File: src/pcp_pkg.sv
`timescale 1ns / 1ps
// ----------------------------------------------------------------------------
// pcp_pkg
// Shared types and constants for the pixel to character cell packer.
// ----------------------------------------------------------------------------
package pcp_pkg;

    localparam int PIXW       = 8;   // pixel and packed byte width
    localparam int CELLW      = 12;  // cell index width
    localparam int CROWW      = 5;   // cell row width
    localparam int CFG_IDXW   = 3;   // register index width
    localparam int CFG_DATAW  = 10;  // widest register

    localparam int MODEW      = 2;
    localparam int IMG_WW     = 10;  // image_width register
    localparam int IMG_HW     = 9;   // image_height register

    localparam int DEF_MAX_WIDTH  = 512;
    localparam int DEF_MAX_HEIGHT = 256;

    localparam int SPRITE_WIDTH = 24;
    localparam int SPRITE_ROWS  = 21;

    localparam int HIRES_GROUP = 8;
    localparam int MULTI_GROUP = 4;
    localparam int CELL_LINES  = 8;

    localparam logic [MODEW-1:0] MODE_HIRES  = 2'd0;
    localparam logic [MODEW-1:0] MODE_MULTI  = 2'd1;
    localparam logic [MODEW-1:0] MODE_SPRITE = 2'd2;

    localparam logic [IMG_WW-1:0] RST_IMAGE_WIDTH  = 10'd8;
    localparam logic [IMG_HW-1:0] RST_IMAGE_HEIGHT = 9'd8;

    typedef enum logic [CFG_IDXW-1:0] {
        REG_PACK_MODE        = 3'd0,
        REG_IMAGE_WIDTH      = 3'd1,
        REG_IMAGE_HEIGHT     = 3'd2,
        REG_BACKGROUND_ONE   = 3'd3,
        REG_BACKGROUND_TWO   = 3'd4,
        REG_BACKGROUND_THREE = 3'd5
    } t_cfg_reg;

    // multicolor 2-bit codes
    localparam logic [1:0] CODE_BG1   = 2'b00;
    localparam logic [1:0] CODE_BG2   = 2'b10;
    localparam logic [1:0] CODE_BG3   = 2'b01;
    localparam logic [1:0] CODE_OTHER = 2'b11;

    typedef struct packed {
        logic             multi;
        logic [PIXW-1:0]  bg_one;
        logic [PIXW-1:0]  bg_two;
        logic [PIXW-1:0]  bg_three;
    } t_merge_cfg;

endpackage

File: src/pcp_pixel_if.sv
`timescale 1ns / 1ps
// ----------------------------------------------------------------------------
// pcp_pixel_if
// Pixel request channel: one raw pixel per request.
// ----------------------------------------------------------------------------
interface pcp_pixel_if;
    logic                      valid;
    logic                      ready;
    logic [pcp_pkg::PIXW-1:0]  pixel_value;

    modport source (output valid, output pixel_value, input ready);
    modport sink   (input valid, input pixel_value, output ready);
endinterface

File: src/pcp_byte_if.sv
`timescale 1ns / 1ps
// ----------------------------------------------------------------------------
// pcp_byte_if
// Packed byte request channel with cell position and image end flag.
// ----------------------------------------------------------------------------
interface pcp_byte_if;
    logic                       valid;
    logic                       ready;
    logic [pcp_pkg::PIXW-1:0]   packed_byte;
    logic [pcp_pkg::CELLW-1:0]  cell_index;
    logic [pcp_pkg::CROWW-1:0]  cell_row;
    logic                       last_of_image;

    modport source (output valid, output packed_byte, output cell_index,
                    output cell_row, output last_of_image, input ready);
    modport sink   (input valid, input packed_byte, input cell_index,
                    input cell_row, input last_of_image, output ready);
endinterface

File: src/pcp_cfg_if.sv
`timescale 1ns / 1ps
// ----------------------------------------------------------------------------
// pcp_cfg_if
// Register write channel: register index and write data.
// ----------------------------------------------------------------------------
interface pcp_cfg_if;
    logic                           valid;
    logic                           ready;
    logic [pcp_pkg::CFG_IDXW-1:0]   reg_index;
    logic [pcp_pkg::CFG_DATAW-1:0]  wr_data;

    modport source (output valid, output reg_index, output wr_data, input ready);
    modport sink   (input valid, input reg_index, input wr_data, output ready);
endinterface

File: src/pcp_bit_merge.sv
`timescale 1ns / 1ps
// ----------------------------------------------------------------------------
// pcp_bit_merge
// Encodes one pixel (hires bit or multicolor code) and ORs it into the
// byte under construction at the given slot.
// ----------------------------------------------------------------------------
module pcp_bit_merge (
    input  logic [pcp_pkg::PIXW-1:0] i_pixel,
    input  logic [2:0]               i_slot,
    input  pcp_pkg::t_merge_cfg      i_cfg,
    input  logic [pcp_pkg::PIXW-1:0] i_acc,
    output logic [pcp_pkg::PIXW-1:0] o_acc
);
    import pcp_pkg::*;

    logic [1:0]      code;
    logic [PIXW-1:0] multi_bits;
    logic [PIXW-1:0] hires_bits;

    always_comb begin
        if (i_pixel == i_cfg.bg_one) begin
            code = CODE_BG1;
        end else if (i_pixel == i_cfg.bg_two) begin
            code = CODE_BG2;
        end else if (i_pixel == i_cfg.bg_three) begin
            code = CODE_BG3;
        end else begin
            code = CODE_OTHER;
        end
    end

    // slot s of 4 sits at bit 6 - 2s, i.e. 2 * (3 - s)
    assign multi_bits = PIXW'(code) << {~i_slot[1:0], 1'b0};
    assign hires_bits = (i_pixel != '0) ? (PIXW'(8'h80) >> i_slot) : '0;

    assign o_acc = i_acc | (i_cfg.multi ? multi_bits : hires_bits);

endmodule

File: src/pixel_to_char_cell_packer_unit.sv
`timescale 1ns / 1ps
// ----------------------------------------------------------------------------
// pixel_to_char_cell_packer_unit
// Packs raster-ordered pixels into hires, multicolor or sprite bitmap bytes.
// ----------------------------------------------------------------------------
// Takes one pixel per cycle when not stalled and returns a packed byte every
// 8 pixels (hires, sprite) or every 4 (multicolor), and a zero-padded byte
// wherever a row ends part way through a group. A pixel is held in the input
// register; encode, counter update and cell index add then land the byte in
// the output register. Unstalled, the sustained rate is one pixel per clock,
// set by that single state-update stage. Output backpressure stalls the input
// through the ready chain. Registers are taken on the config channel at any
// time but may only be changed while no pixel is in flight; writing the mode,
// width or height restarts the image at its first pixel.
// ----------------------------------------------------------------------------
module pixel_to_char_cell_packer_unit #(
    parameter int MAX_WIDTH  = pcp_pkg::DEF_MAX_WIDTH,
    parameter int MAX_HEIGHT = pcp_pkg::DEF_MAX_HEIGHT
) (
    input  logic              i_clk,
    input  logic              i_rst_n,
    pcp_cfg_if.sink           i_cfg,
    pcp_pixel_if.sink         i_pix,
    pcp_byte_if.source        o_byte
);
    import pcp_pkg::*;

    localparam int CW   = $clog2(MAX_WIDTH);        // column counter
    localparam int WW   = $clog2(MAX_WIDTH + 1);    // effective width
    localparam int RW   = $clog2(MAX_HEIGHT);       // row counter
    localparam int HW   = $clog2(MAX_HEIGHT + 1);   // effective height
    localparam int CMPW = (WW > IMG_WW) ? WW : IMG_WW;
    localparam int CMPH = (HW > IMG_HW) ? HW : IMG_HW;

    // configuration
    logic [MODEW-1:0]  r_mode;
    logic [IMG_WW-1:0] r_image_width;
    logic [IMG_HW-1:0] r_image_height;
    logic [PIXW-1:0]   r_bg_one, r_bg_two, r_bg_three;

    // input stage
    logic              r_in_valid;
    logic [PIXW-1:0]   r_in_pixel;

    // packing state
    logic [CW-1:0]     r_col, n_col;
    logic [RW-1:0]     r_row, n_row;
    logic [PIXW-1:0]   r_acc, n_acc;
    logic [CELLW-1:0]  r_base, n_base;

    // output stage
    logic              r_out_valid;
    logic [PIXW-1:0]   r_out_byte;
    logic [CELLW-1:0]  r_out_index;
    logic [CROWW-1:0]  r_out_row;
    logic              r_out_last;

    logic              cfg_wr;
    logic              restart;
    logic              process;
    logic              multi, sprite;
    logic [WW-1:0]     width_eff;
    logic [HW-1:0]     height_eff;
    logic [CMPW-1:0]   w_raw;
    logic [CMPH-1:0]   h_raw;
    logic [2:0]        slot;
    logic              group_full;
    logic              row_end, image_end, emit;
    logic [PIXW-1:0]   merged;
    logic [CELLW-1:0]  idx;
    logic [CROWW-1:0]  crow;
    logic [WW:0]       cells_per_row;
    t_merge_cfg        merge_cfg;

    assign i_cfg.ready = 1'b1;
    assign cfg_wr      = i_cfg.valid & i_cfg.ready;

    assign restart = cfg_wr && (i_cfg.reg_index == REG_PACK_MODE ||
                                i_cfg.reg_index == REG_IMAGE_WIDTH ||
                                i_cfg.reg_index == REG_IMAGE_HEIGHT);

    always_ff @(posedge i_clk) begin
        if (!i_rst_n) begin
            r_mode         <= MODE_HIRES;
            r_image_width  <= RST_IMAGE_WIDTH;
            r_image_height <= RST_IMAGE_HEIGHT;
            r_bg_one       <= '0;
            r_bg_two       <= '0;
            r_bg_three     <= '0;
        end else if (cfg_wr) begin
            case (t_cfg_reg'(i_cfg.reg_index))
                REG_PACK_MODE:        r_mode         <= i_cfg.wr_data[MODEW-1:0];
                REG_IMAGE_WIDTH:      r_image_width  <= i_cfg.wr_data[IMG_WW-1:0];
                REG_IMAGE_HEIGHT:     r_image_height <= i_cfg.wr_data[IMG_HW-1:0];
                REG_BACKGROUND_ONE:   r_bg_one       <= i_cfg.wr_data[PIXW-1:0];
                REG_BACKGROUND_TWO:   r_bg_two       <= i_cfg.wr_data[PIXW-1:0];
                REG_BACKGROUND_THREE: r_bg_three     <= i_cfg.wr_data[PIXW-1:0];
                default: ;
            endcase
        end
    end

    // ---- geometry ----
    assign multi  = (r_mode == MODE_MULTI);
    assign sprite = (r_mode == MODE_SPRITE);
    assign w_raw  = CMPW'(r_image_width);
    assign h_raw  = CMPH'(r_image_height);

    always_comb begin
        if (sprite) begin
            width_eff  = WW'(SPRITE_WIDTH);
            height_eff = HW'(SPRITE_ROWS);
        end else begin
            if (r_image_width == '0) begin
                width_eff = WW'(1);
            end else if (w_raw > CMPW'(MAX_WIDTH)) begin
                width_eff = WW'(MAX_WIDTH);
            end else begin
                width_eff = WW'(w_raw);
            end
            if (r_image_height == '0) begin
                height_eff = HW'(1);
            end else if (h_raw > CMPH'(MAX_HEIGHT)) begin
                height_eff = HW'(MAX_HEIGHT);
            end else begin
                height_eff = HW'(h_raw);
            end
        end
    end

    // ---- handshake ----
    assign process     = r_in_valid && (!r_out_valid || o_byte.ready);
    assign i_pix.ready = !r_in_valid || process;

    always_ff @(posedge i_clk) begin
        if (!i_rst_n) begin
            r_in_valid <= 1'b0;
        end else if (i_pix.ready) begin
            r_in_valid <= i_pix.valid;
        end
    end

    always_ff @(posedge i_clk) begin
        if (i_pix.ready && i_pix.valid) begin
            r_in_pixel <= i_pix.pixel_value;
        end
    end

    // ---- packing ----
    assign slot       = multi ? {1'b0, r_col[1:0]} : r_col[2:0];
    assign group_full = multi ? (r_col[1:0] == 2'b11) : (r_col[2:0] == 3'b111);
    assign row_end    = (WW'(r_col) + WW'(1)) >= width_eff;
    assign image_end  = row_end && ((HW'(r_row) + HW'(1)) >= height_eff);
    assign emit       = group_full || row_end;

    assign merge_cfg.multi    = multi;
    assign merge_cfg.bg_one   = r_bg_one;
    assign merge_cfg.bg_two   = r_bg_two;
    assign merge_cfg.bg_three = r_bg_three;

    pcp_bit_merge u_merge (
        .i_pixel (r_in_pixel),
        .i_slot  (slot),
        .i_cfg   (merge_cfg),
        .i_acc   (r_acc),
        .o_acc   (merged)
    );

    always_comb begin
        if (sprite) begin
            idx  = CELLW'(r_col >> 3);
            crow = CROWW'(r_row);
        end else begin
            idx  = r_base + CELLW'(multi ? (r_col >> 2) : (r_col >> 3));
            crow = CROWW'(r_row[2:0]);
        end
    end

    // ceil(width / group)
    assign cells_per_row = multi ? ((WW+1)'(width_eff) + (WW+1)'(MULTI_GROUP - 1)) >> 2
                                 : ((WW+1)'(width_eff) + (WW+1)'(HIRES_GROUP - 1)) >> 3;

    always_comb begin
        n_col  = r_col;
        n_row  = r_row;
        n_acc  = r_acc;
        n_base = r_base;
        if (restart) begin
            n_col  = '0;
            n_row  = '0;
            n_acc  = '0;
            n_base = '0;
        end else if (process) begin
            n_acc = emit ? '0 : merged;
            if (image_end) begin
                n_col  = '0;
                n_row  = '0;
                n_base = '0;
            end else if (row_end) begin
                n_col = '0;
                n_row = r_row + RW'(1);
                // new cell row starts every eight pixel rows
                if (!sprite && (n_row[2:0] == 3'd0)) begin
                    n_base = r_base + CELLW'(cells_per_row);
                end
            end else begin
                n_col = r_col + CW'(1);
            end
        end
    end

    always_ff @(posedge i_clk) begin
        if (!i_rst_n) begin
            r_col  <= '0;
            r_row  <= '0;
            r_acc  <= '0;
            r_base <= '0;
        end else begin
            r_col  <= n_col;
            r_row  <= n_row;
            r_acc  <= n_acc;
            r_base <= n_base;
        end
    end

    // ---- output register ----
    always_ff @(posedge i_clk) begin
        if (!i_rst_n) begin
            r_out_valid <= 1'b0;
        end else if (process && emit) begin
            r_out_valid <= 1'b1;
        end else if (o_byte.ready) begin
            r_out_valid <= 1'b0;
        end
    end

    always_ff @(posedge i_clk) begin
        if (process && emit) begin
            r_out_byte  <= merged;
            r_out_index <= idx;
            r_out_row   <= crow;
            r_out_last  <= image_end;
        end
    end

    assign o_byte.valid         = r_out_valid;
    assign o_byte.packed_byte   = r_out_byte;
    assign o_byte.cell_index    = r_out_index;
    assign o_byte.cell_row      = r_out_row;
    assign o_byte.last_of_image = r_out_last;

endmodule
File: src/flat_wrapper.sv
// flat-port wrapper written by rule: the top's interface ports become plain ports
module pixel_to_char_cell_packer_unit_flat import pcp_pkg::*;
#(
    parameter int MAX_WIDTH  = pcp_pkg::DEF_MAX_WIDTH,
    parameter int MAX_HEIGHT = pcp_pkg::DEF_MAX_HEIGHT
)
  (i_clk, i_rst_n, i_cfg_valid, i_cfg_reg_index, i_cfg_wr_data, i_cfg_ready, i_pix_valid, i_pix_pixel_value, i_pix_ready, o_byte_valid, o_byte_packed_byte, o_byte_cell_index, o_byte_cell_row, o_byte_last_of_image, o_byte_ready);
  pcp_cfg_if i_cfg_i ();
  pcp_pixel_if i_pix_i ();
  pcp_byte_if o_byte_i ();
  input  logic i_clk;
  input  logic i_rst_n;
  input wire logic [$bits(i_cfg_i.valid)-1:0] i_cfg_valid;
  input wire logic [$bits(i_cfg_i.reg_index)-1:0] i_cfg_reg_index;
  input wire logic [$bits(i_cfg_i.wr_data)-1:0] i_cfg_wr_data;
  output wire logic [$bits(i_cfg_i.ready)-1:0] i_cfg_ready;
  input wire logic [$bits(i_pix_i.valid)-1:0] i_pix_valid;
  input wire logic [$bits(i_pix_i.pixel_value)-1:0] i_pix_pixel_value;
  output wire logic [$bits(i_pix_i.ready)-1:0] i_pix_ready;
  output wire logic [$bits(o_byte_i.valid)-1:0] o_byte_valid;
  output wire logic [$bits(o_byte_i.packed_byte)-1:0] o_byte_packed_byte;
  output wire logic [$bits(o_byte_i.cell_index)-1:0] o_byte_cell_index;
  output wire logic [$bits(o_byte_i.cell_row)-1:0] o_byte_cell_row;
  output wire logic [$bits(o_byte_i.last_of_image)-1:0] o_byte_last_of_image;
  input wire logic [$bits(o_byte_i.ready)-1:0] o_byte_ready;
  assign i_cfg_i.valid = i_cfg_valid;
  assign i_cfg_i.reg_index = i_cfg_reg_index;
  assign i_cfg_i.wr_data = i_cfg_wr_data;
  assign i_cfg_ready = i_cfg_i.ready;
  assign i_pix_i.valid = i_pix_valid;
  assign i_pix_i.pixel_value = i_pix_pixel_value;
  assign i_pix_ready = i_pix_i.ready;
  assign o_byte_valid = o_byte_i.valid;
  assign o_byte_packed_byte = o_byte_i.packed_byte;
  assign o_byte_cell_index = o_byte_i.cell_index;
  assign o_byte_cell_row = o_byte_i.cell_row;
  assign o_byte_last_of_image = o_byte_i.last_of_image;
  assign o_byte_i.ready = o_byte_ready;
  pixel_to_char_cell_packer_unit #(.MAX_WIDTH(MAX_WIDTH), .MAX_HEIGHT(MAX_HEIGHT)) u_core (.i_clk(i_clk), .i_rst_n(i_rst_n), .i_cfg(i_cfg_i), .i_pix(i_pix_i), .o_byte(o_byte_i));
endmodule
File: config.mk
export PLATFORM = sky130hd
export DESIGN_NAME = pixel_to_char_cell_packer_unit_flat
export DESIGN_NICKNAME = d
export VERILOG_FILES = /design/src/pcp_pkg.sv /design/src/pcp_pixel_if.sv /design/src/pcp_byte_if.sv /design/src/pcp_cfg_if.sv /design/src/pcp_bit_merge.sv /design/src/pixel_to_char_cell_packer_unit.sv /design/src/flat_wrapper.sv
export SDC_FILE = /design/constraint.sdc
export NUM_CORES = 1
export LEC_CHECK = 0
export BUFFER_PORTS_ARGS = -buffer_cell sky130_fd_sc_hd__buf_2
export CAP_MARGIN = 20
export CORE_MARGIN = 3
export CORE_UTILIZATION = 30
export CTS_BUF_LIST = sky130_fd_sc_hd__clkbuf_16
export DETAILED_ROUTE_END_ITERATION = 10
export SLEW_MARGIN = 20
export SYNTH_ARGS = -nofsm -noshare
export SYNTH_HDL_FRONTEND = slang
export SYNTH_HIERARCHICAL = 1
export SYNTH_SLANG_ARGS = --single-unit
File: constraint.sdc
create_clock -name i_clk -period 6.05 [get_ports i_clk]
set_input_delay 0.605 -clock i_clk [delete_from_list [all_inputs] [get_ports i_clk]]
set_output_delay 0.605 -clock i_clk [all_outputs]
set_load 0.02 [all_outputs]
==> results.toml, run 1 <==
[clock_tree]
clk_path_buf_depth = 2
cts_tree = "done"
cts_setup_buffers = 0
cts.sinks = 118
numCtsBuffers = 17
clk_pin_slew_ns = 0.06
cts.repair.resized = 0
htreeDepth = 4
ctsHoldBuffers = 0
cts_root_buffer = "clkbuf_16"
clkLatencyLatePin_ns = 0.42

[synth]
synth-compound-area-share_pct = 19.24
synthAdderAreaFrac_pct = 8.052
yosysWarnings = 6
muxShareOfSynthArea_pct = 0.8745
synth_top_family_by_area = "simple AND/OR/NAND/NOR gates"
synth_xor_area_share_pct = 7.633
syn_area_um2 = 6868
ys_types = 60
synthCells = 808
syn_nets = 877
syn_area_per_cell_um2 = 8.500
yosysSeqAreaShare_pct = 39.35
synth_ff_type = "dfxtp_1"
synth-simple-area-share_pct = 22.06
synth_edf_count = 34
ys_async_sr_fraction_pct = 0
ys_seq_elements = 118

[timing]
finClkSkew_ns = 0.01800
finalCritPeriodShare_pct = 69.44
setup_viol = 0
worst-slew-pin-transition_ns = 1.016
timing.final.hold_violations = 0
fin_tns_setup_ns = 0
drv_slew = 0
max_slew_margin_pct = 32.11
fmax_ghz = 0.2380
period_needed_ns = 4.201
fin_ws_ns = 1.849
rsz0062_at_grt = "no"

[final_layout]
num_antenna_cells = 0
fin_nets = 921
n_fill_cell = 2274
design_area_um2 = 7996
fin_cells = 1144
drive_gt1_share_pct = 11.57
areaGrowthSynthToFinish_pct = 16.43

[route]
ant_nets = 0
wl_per_cell_um = 14.95
drt_wl_total_um = 17100
vias_per_cell = 5.030
vias = 5754
drt_first_pass_iters = 4
drtIter0Drc = 412
drc = 0

[power]
ir_worst_vdd_mv = 0.1762
powerDensity_nw_per_um2 = 244.7
leakage_uw = 0.003082
total_power_uw = 1956

[floorplanning]
rows = 54
ios = 55
fp.dieW_um = 157.3
start_util_pct = 30.99
fp.dieArea_um2 = 24740
fp.dieH_um = 157.3
core_um2 = 22160

[outcome]
status = "finished clean"

[worst_setup_path]
cp-end-kind = "flop"
path_class = "flop to flop"
r2r.worst_path.cells = 9
slowest_delay_ns = 0.80
path_cells = "or4_1 -> or4_4 -> a21oi_1 -> nand2_1 -> ha_1 -> nand4_1 -> nor3_1 -> nor2_1 -> a21oi_4"
cp.arrival_ns = 4.23
required_ns = 6.08
rrSetupSlack_ns = 1.85
slowest_stage = "a21oi_4"
start_kind = "flop"
crit_path_max_fanout = 27

[placed_design]
post-place-cells = 1112
place_congestion = 0.8816
place_ws_ns = 1.845
place_area_um2 = 7401
post-dp-hpwl_um = 12250
numPortBuffers = 53

[global_route]
grt_pass1_wl_um = 28260
antenna_found_initial = 2
grt_pass1_vias = 5627
overflow = 0
met1_usage_pct = 18.34
use_met2_pct = 23.47
grt_busiest_layer = "met2"
use_met3_pct = 3.877
grtUsageTotal_pct = 14.39
grt_max_degree = 49

[min_path]
hold_path_depth = 1
hold_path.class = "input pin to flop"

[job]
maxCapViolations = 0
[sequential cells by signal, summed over array words and instances (netlist names), 2 cells and up]
name and count:
u_core/r_col 9, u_core/h_raw 9, u_core/r_acc 8, u_core/r_row 8, u_core/r_bg_two 8, u_core/o_byte.cell_index 12
u_core/o_byte.packed_byte 8, u_core/r_base 12, u_core/r_in_pixel 8, u_core/r_bg_one 8, u_core/r_bg_three 8, u_core/r_mode 2
u_core/o_byte.cell_row 5, u_core/r_image_width 10
[report_power, final]
| group | total (uW) | internal (uW) | leakage (uW) | switching (uW) |
|---|---|---|---|---|
| sequential | 840 | 824 | 0.00101 | 15.2 |
| combinational | 122 | 44.0 | 0.00178 | 78.4 |
| clock | 994 | 616 | 0.000295 | 378 |
| total | 1960 | 1480 | 0.00308 | 472 |
[cell families after synthesis]
group | count (synthesis)
compound gates | 201
xor+xnor | 59
fa+ha+maj | 43
buf+inv | 48
flops | 118
mux | 6
other cells | 2
simple gates | 331
[cells in the mapped netlist, types with 3 or more instances]
library cell  count  area (um2)
buf_1             4       15.01
a21oi_1          57       285.3
a211oi_1          3       22.52
a32oi_1           8       70.07
nor2_1           59       221.5
ha_1             41       513.0
mux2i_1           6       60.06
o21ai_0          30       150.1
dfxtp_1          84        1682
xor2_1           24       210.2
o211ai_1          4       30.03
or4_1             3       22.52
xnor2_1          34       297.8
nor4_1            5       31.28
inv_1            16       60.06
nand2_1         158       593.1
a22oi_1           3       22.52
o21bai_1          4       30.03
and2_1            6       37.54
a21o_1            5       37.54
o21ai_1           9       45.04
nand3_1          27       135.1
nor2b_1          12       75.07
nand4_1           9       56.30
nand3b_1          8       60.06
nor3_1            9       45.04
a21boi_0         42       315.3
a31oi_1           5       31.28
nand2b_1         11       68.82
or3_1             6       37.54
o31ai_1           9       67.56
edfxtp_1         34        1021
clkbuf_1         27       101.4
and3_1           11       68.82
[cell usage in the layout, fill, tap and decap left out, drive strengths merged, types with 8 or more instances in the layout]
cell,Yosys,layout
nand4,9,9
buf,5,56
nor3,9,9
a21oi,57,57
o31ai,9,9
xor2,24,24
ha,41,41
a32oi,8,8
o21ai,40,40
dfxtp,84,84
inv,16,21
nand3b,8,8
and3,11,11
nand3,27,27
nor2b,12,12
xnor2,35,35
nand2b,11,11
nand2,158,158
nor2,60,60
a21boi,42,42
edfxtp,34,34
clkbuf,27,20
[layout make-up]
type                            count  area, um2  area share (%)
Multi-Input combinational cell    642       4000           50.02
Sequential cell                   118       2703           33.80
Clock buffer                       19      475.5           5.946
Tap cell                          280      350.3           4.381
Timing Repair Buffer               57      292.8           3.661
Clock inverter                     12      115.1           1.440
Inverter                           16      60.06          0.7511
[stage by stage]
step                hold slack (ns)  util [%]
CTS                          0.3417     36.06
floorplan                    0.4432         -
global route                 0.3444     36.08
global placement             0.4660     33.40
detailed placement           0.4700     33.40
finish                       0.3632     36.08
[worst max-delay path, delay by kind of cell, from the launching register on]
family | cells | cell delay, ns
flip-flops | 1 | 0.35
AND/OR/NAND/NOR | 6 | 2.08
AO/OA/AOI/OAI | 2 | 1.04
adder cells (fa/ha/maj) | 1 | 0.34
[metal layers]
metal	share of wire [%]	wire, um
met5	0.12	21
met4	1.3	226
met3	4.5	777
met2	46	7871
met1	48	8206
[worst paths after layout]
| path | startpoint | end |
|---|---|---|
| worst max-delay path | u_core/r_image_width[6] | u_core/o_byte.packed_byte[7] |
| worst min-delay path | i_pix_pixel_value[3] | u_core/r_in_pixel[3] |
| worst max register to register | u_core/r_image_width[6] | u_core/o_byte.packed_byte[7] |
| worst min register to register | u_core/h_raw[0] | u_core/h_raw[0] |
(Power assumes the default switching activity.)
==> run 2, diff against run 1 <==
ABC_AREA = 1   (was default)
clock period = 3.93 ns   (was 6.05 ns; I/O delays follow)
==> results.toml, run 2 <==
[worst_setup_path]
path_class = "flop to flop"
worstSetupPathDepth = 15
rrSetupSlack_ns = 0.69
cp.buffers_inverters = 2
timing.rr.start = "u_core/r_col[1]"
r2r_end = "u_core/o_byte.cell_index[6]"
cp-end-kind = "flop"
slowest_stage = "dfxtp_1"
cp-endpoint = "u_core/o_byte.cell_index[6]"
slowest_delay_ns = 0.52
path_cells = "ha_1 -> nand3_1 -> nor2_1 -> nand3_1 -> xor2_1 -> ha_1 -> nand2_1 -> nor2_1 -> nand3_1 -> nand2_1 -> nor2_4 -> o21ai_1 -> nand2_1 -> inv_1 -> buf_4"
r2r.worst_path.cells = 15
crit_path_max_fanout = 26
crit_path_start = "u_core/r_col[1]"
required_ns = 4.02
cp.arrival_ns = 3.33
start_kind = "flop"
cp_top_family = "simple AND/OR/NAND/NOR gates"

[floorplanning]
ios = 55
start_util_pct = 30.53
core_um2 = 23540
fp.dieH_um = 160.8
fp.dieW_um = 160.8
fp.dieArea_um2 = 25850
rows = 56

[power]
ir_worst_vdd_mv = 0.2717
powerDensity_nw_per_um2 = 386.0
leakage_uw = 0.003818

[global_route]
grtUsageTotal_pct = 14.43
overflow = 0
antenna_found_initial = 0
grt_pass1_vias = 6123
grt_max_degree = 46
grt_pass1_wl_um = 30430

[placed_design]
place_congestion = 0.8475
place_area_um2 = 7805
post-dp-hpwl_um = 13750
numPortBuffers = 53

[route]
vias = 6559
ant_nets = 0
vias_per_cell = 4.645
drc = 0
wl_per_cell_um = 12.94
drtIter0Drc = 395
drt_first_pass_iters = 5
drt_wl_total_um = 18270

[synth]
yosysSeqAreaShare_pct = 37.60
synthCells = 1021
yosysWarnings = 6
ys_async_sr_fraction_pct = 0
synth_commonest_cells = "nand2_1, nor2_1, inv_1"
synth_edf_count = 34
ys_types = 51
synth_area_leaders = "dfxtp_1, edfxtp_1, nand2_1"
syn_area_um2 = 7188
syn_area_per_cell_um2 = 7.040
syn_nets = 1090
synth_ff_type = "dfxtp_1"
ys_seq_elements = 118
yosys.area.top_type_share_pct = 23.39
synth_most_common_cell = "nand2_1"
synthDominantAreaCellType = "dfxtp_1"

[timing]
fin_tns_setup_ns = 0
period_needed_ns = 3.243
max_slew_margin_pct = 44.14
finClkSkew_ns = 0.01387
finalCritPeriodShare_pct = 82.52
setup_viol = 0
worst-slew-pin-transition_ns = 0.8358
rsz0062_at_grt = "no"
hold_slack_ns = 0.1457
timing.final.hold_violations = 0
fmax_ghz = 0.3084
drv_slew = 0

[clock_tree]
htreeDepth = 4
cts.repair.resized = 0
cts_setup_buffers = 0
clk_path_buf_depth = 2
clkLatencyLatePin_ns = 0.43
cts_tree = "done"
numCtsBuffers = 17
cts.sinks = 118
ctsHoldBuffers = 0
cts_root_buffer = "clkbuf_16"
clk_pin_slew_ns = 0.06

[final_layout]
final_common_cell = "nand2_1"
drive_gt1_share_pct = 12.18
areaGrowthSynthToFinish_pct = 17.60
final_cell_mix = "nand2_1, nor2_1, inv_1"
design_area_um2 = 8453
seq_area_um2 = 2703
multi_input_area_um2 = 3946
fin_nets = 1148
n_fill_cell = 2560

[min_path]
hold_path.class = "input pin to flop"

[job]
maxCapViolations = 0

[outcome]
status = "finished clean"
-- run 2: stage by stage --
stage	cells	util [%]	power, uW	setup WS [ns]
after floorplan	1021	-	1517	0.9796
after global placement	1379	33.15	1596	0.6726
after detailed placement	1379	33.15	1600	0.6398
after CTS	1411	35.89	3297	0.6331
after global routing	1411	35.89	3394	0.3554
final	1412	35.91	3263	0.6871
-- run 2: cells by family after synthesis --
| family | Yosys count | synth area share (%) |
|---|---|---|
| compound gates | 165 | 12.45 |
| xor+xnor | 26 | 3.168 |
| fa+ha+maj | 43 | 7.694 |
| buf+inv | 138 | 7.502 |
| flops | 118 | 37.60 |
| other cells | 2 | 0.1045 |
| simple gates | 529 | 31.49 |
-- run 2: metal layers --
metal | track usage [%] | vias to the layer above | share of wire [%]
met5 | 0 | - | 0
met4 | 4.263 | 0 | 0.92
met3 | 3.069 | 15 | 3.9
met2 | 22.93 | 118 | 45
met1 | 19.79 | 2987 | 50
li1 | - | 3439 | -
-- run 2: cell type report --
cell class	instances	share of cell area, %
Clock inverter	14	2.309
Clock buffer	18	5.329
Tap cell	319	4.722
Inverter	117	5.195
Antenna cell	1	0.02960
Multi-Input combinational cell	765	46.68
Timing Repair Buffer	60	3.760
Sequential cell	118	31.97
-- run 2: where the power goes --
part	internal, uW	switching [uW]	leakage (uW)	total, uW
clock network	1100	587	0.000318	1690
logic	87.8	182	0.00251	270
registers	1280	24.0	0.000989	1300
total	2470	793	0.00382	3260
-- run 2: how the worst min path moves through the flow --
stage,depth (start not counted),from,slack [ns],endpoint
floorplan,2,u_core/r_mode[0],0.43,u_core/r_mode[0]
CTS,1,i_pix_pixel_value[3],0.13,u_core/r_in_pixel[3]
finish,1,i_pix_pixel_value[0],0.15,u_core/r_in_pixel[0]
detailed placement,2,u_core/r_mode[0],0.46,u_core/r_mode[0]
global route,1,i_pix_pixel_value[3],0.13,u_core/r_in_pixel[3]
global placement,2,u_core/r_mode[0],0.45,u_core/r_mode[0]
-- run 2: worst reg2reg max path, delay by kind of cell, from the launching register on --
family	cells	cell delay [ns]
and+or+nand+nor	9	1.07
adders and majority gates	2	0.57
DFF	1	0.52
buffers and inverters	2	0.40
xor gates and xnor gates	1	0.18
AOI/OAI and AO/OA	1	0.17
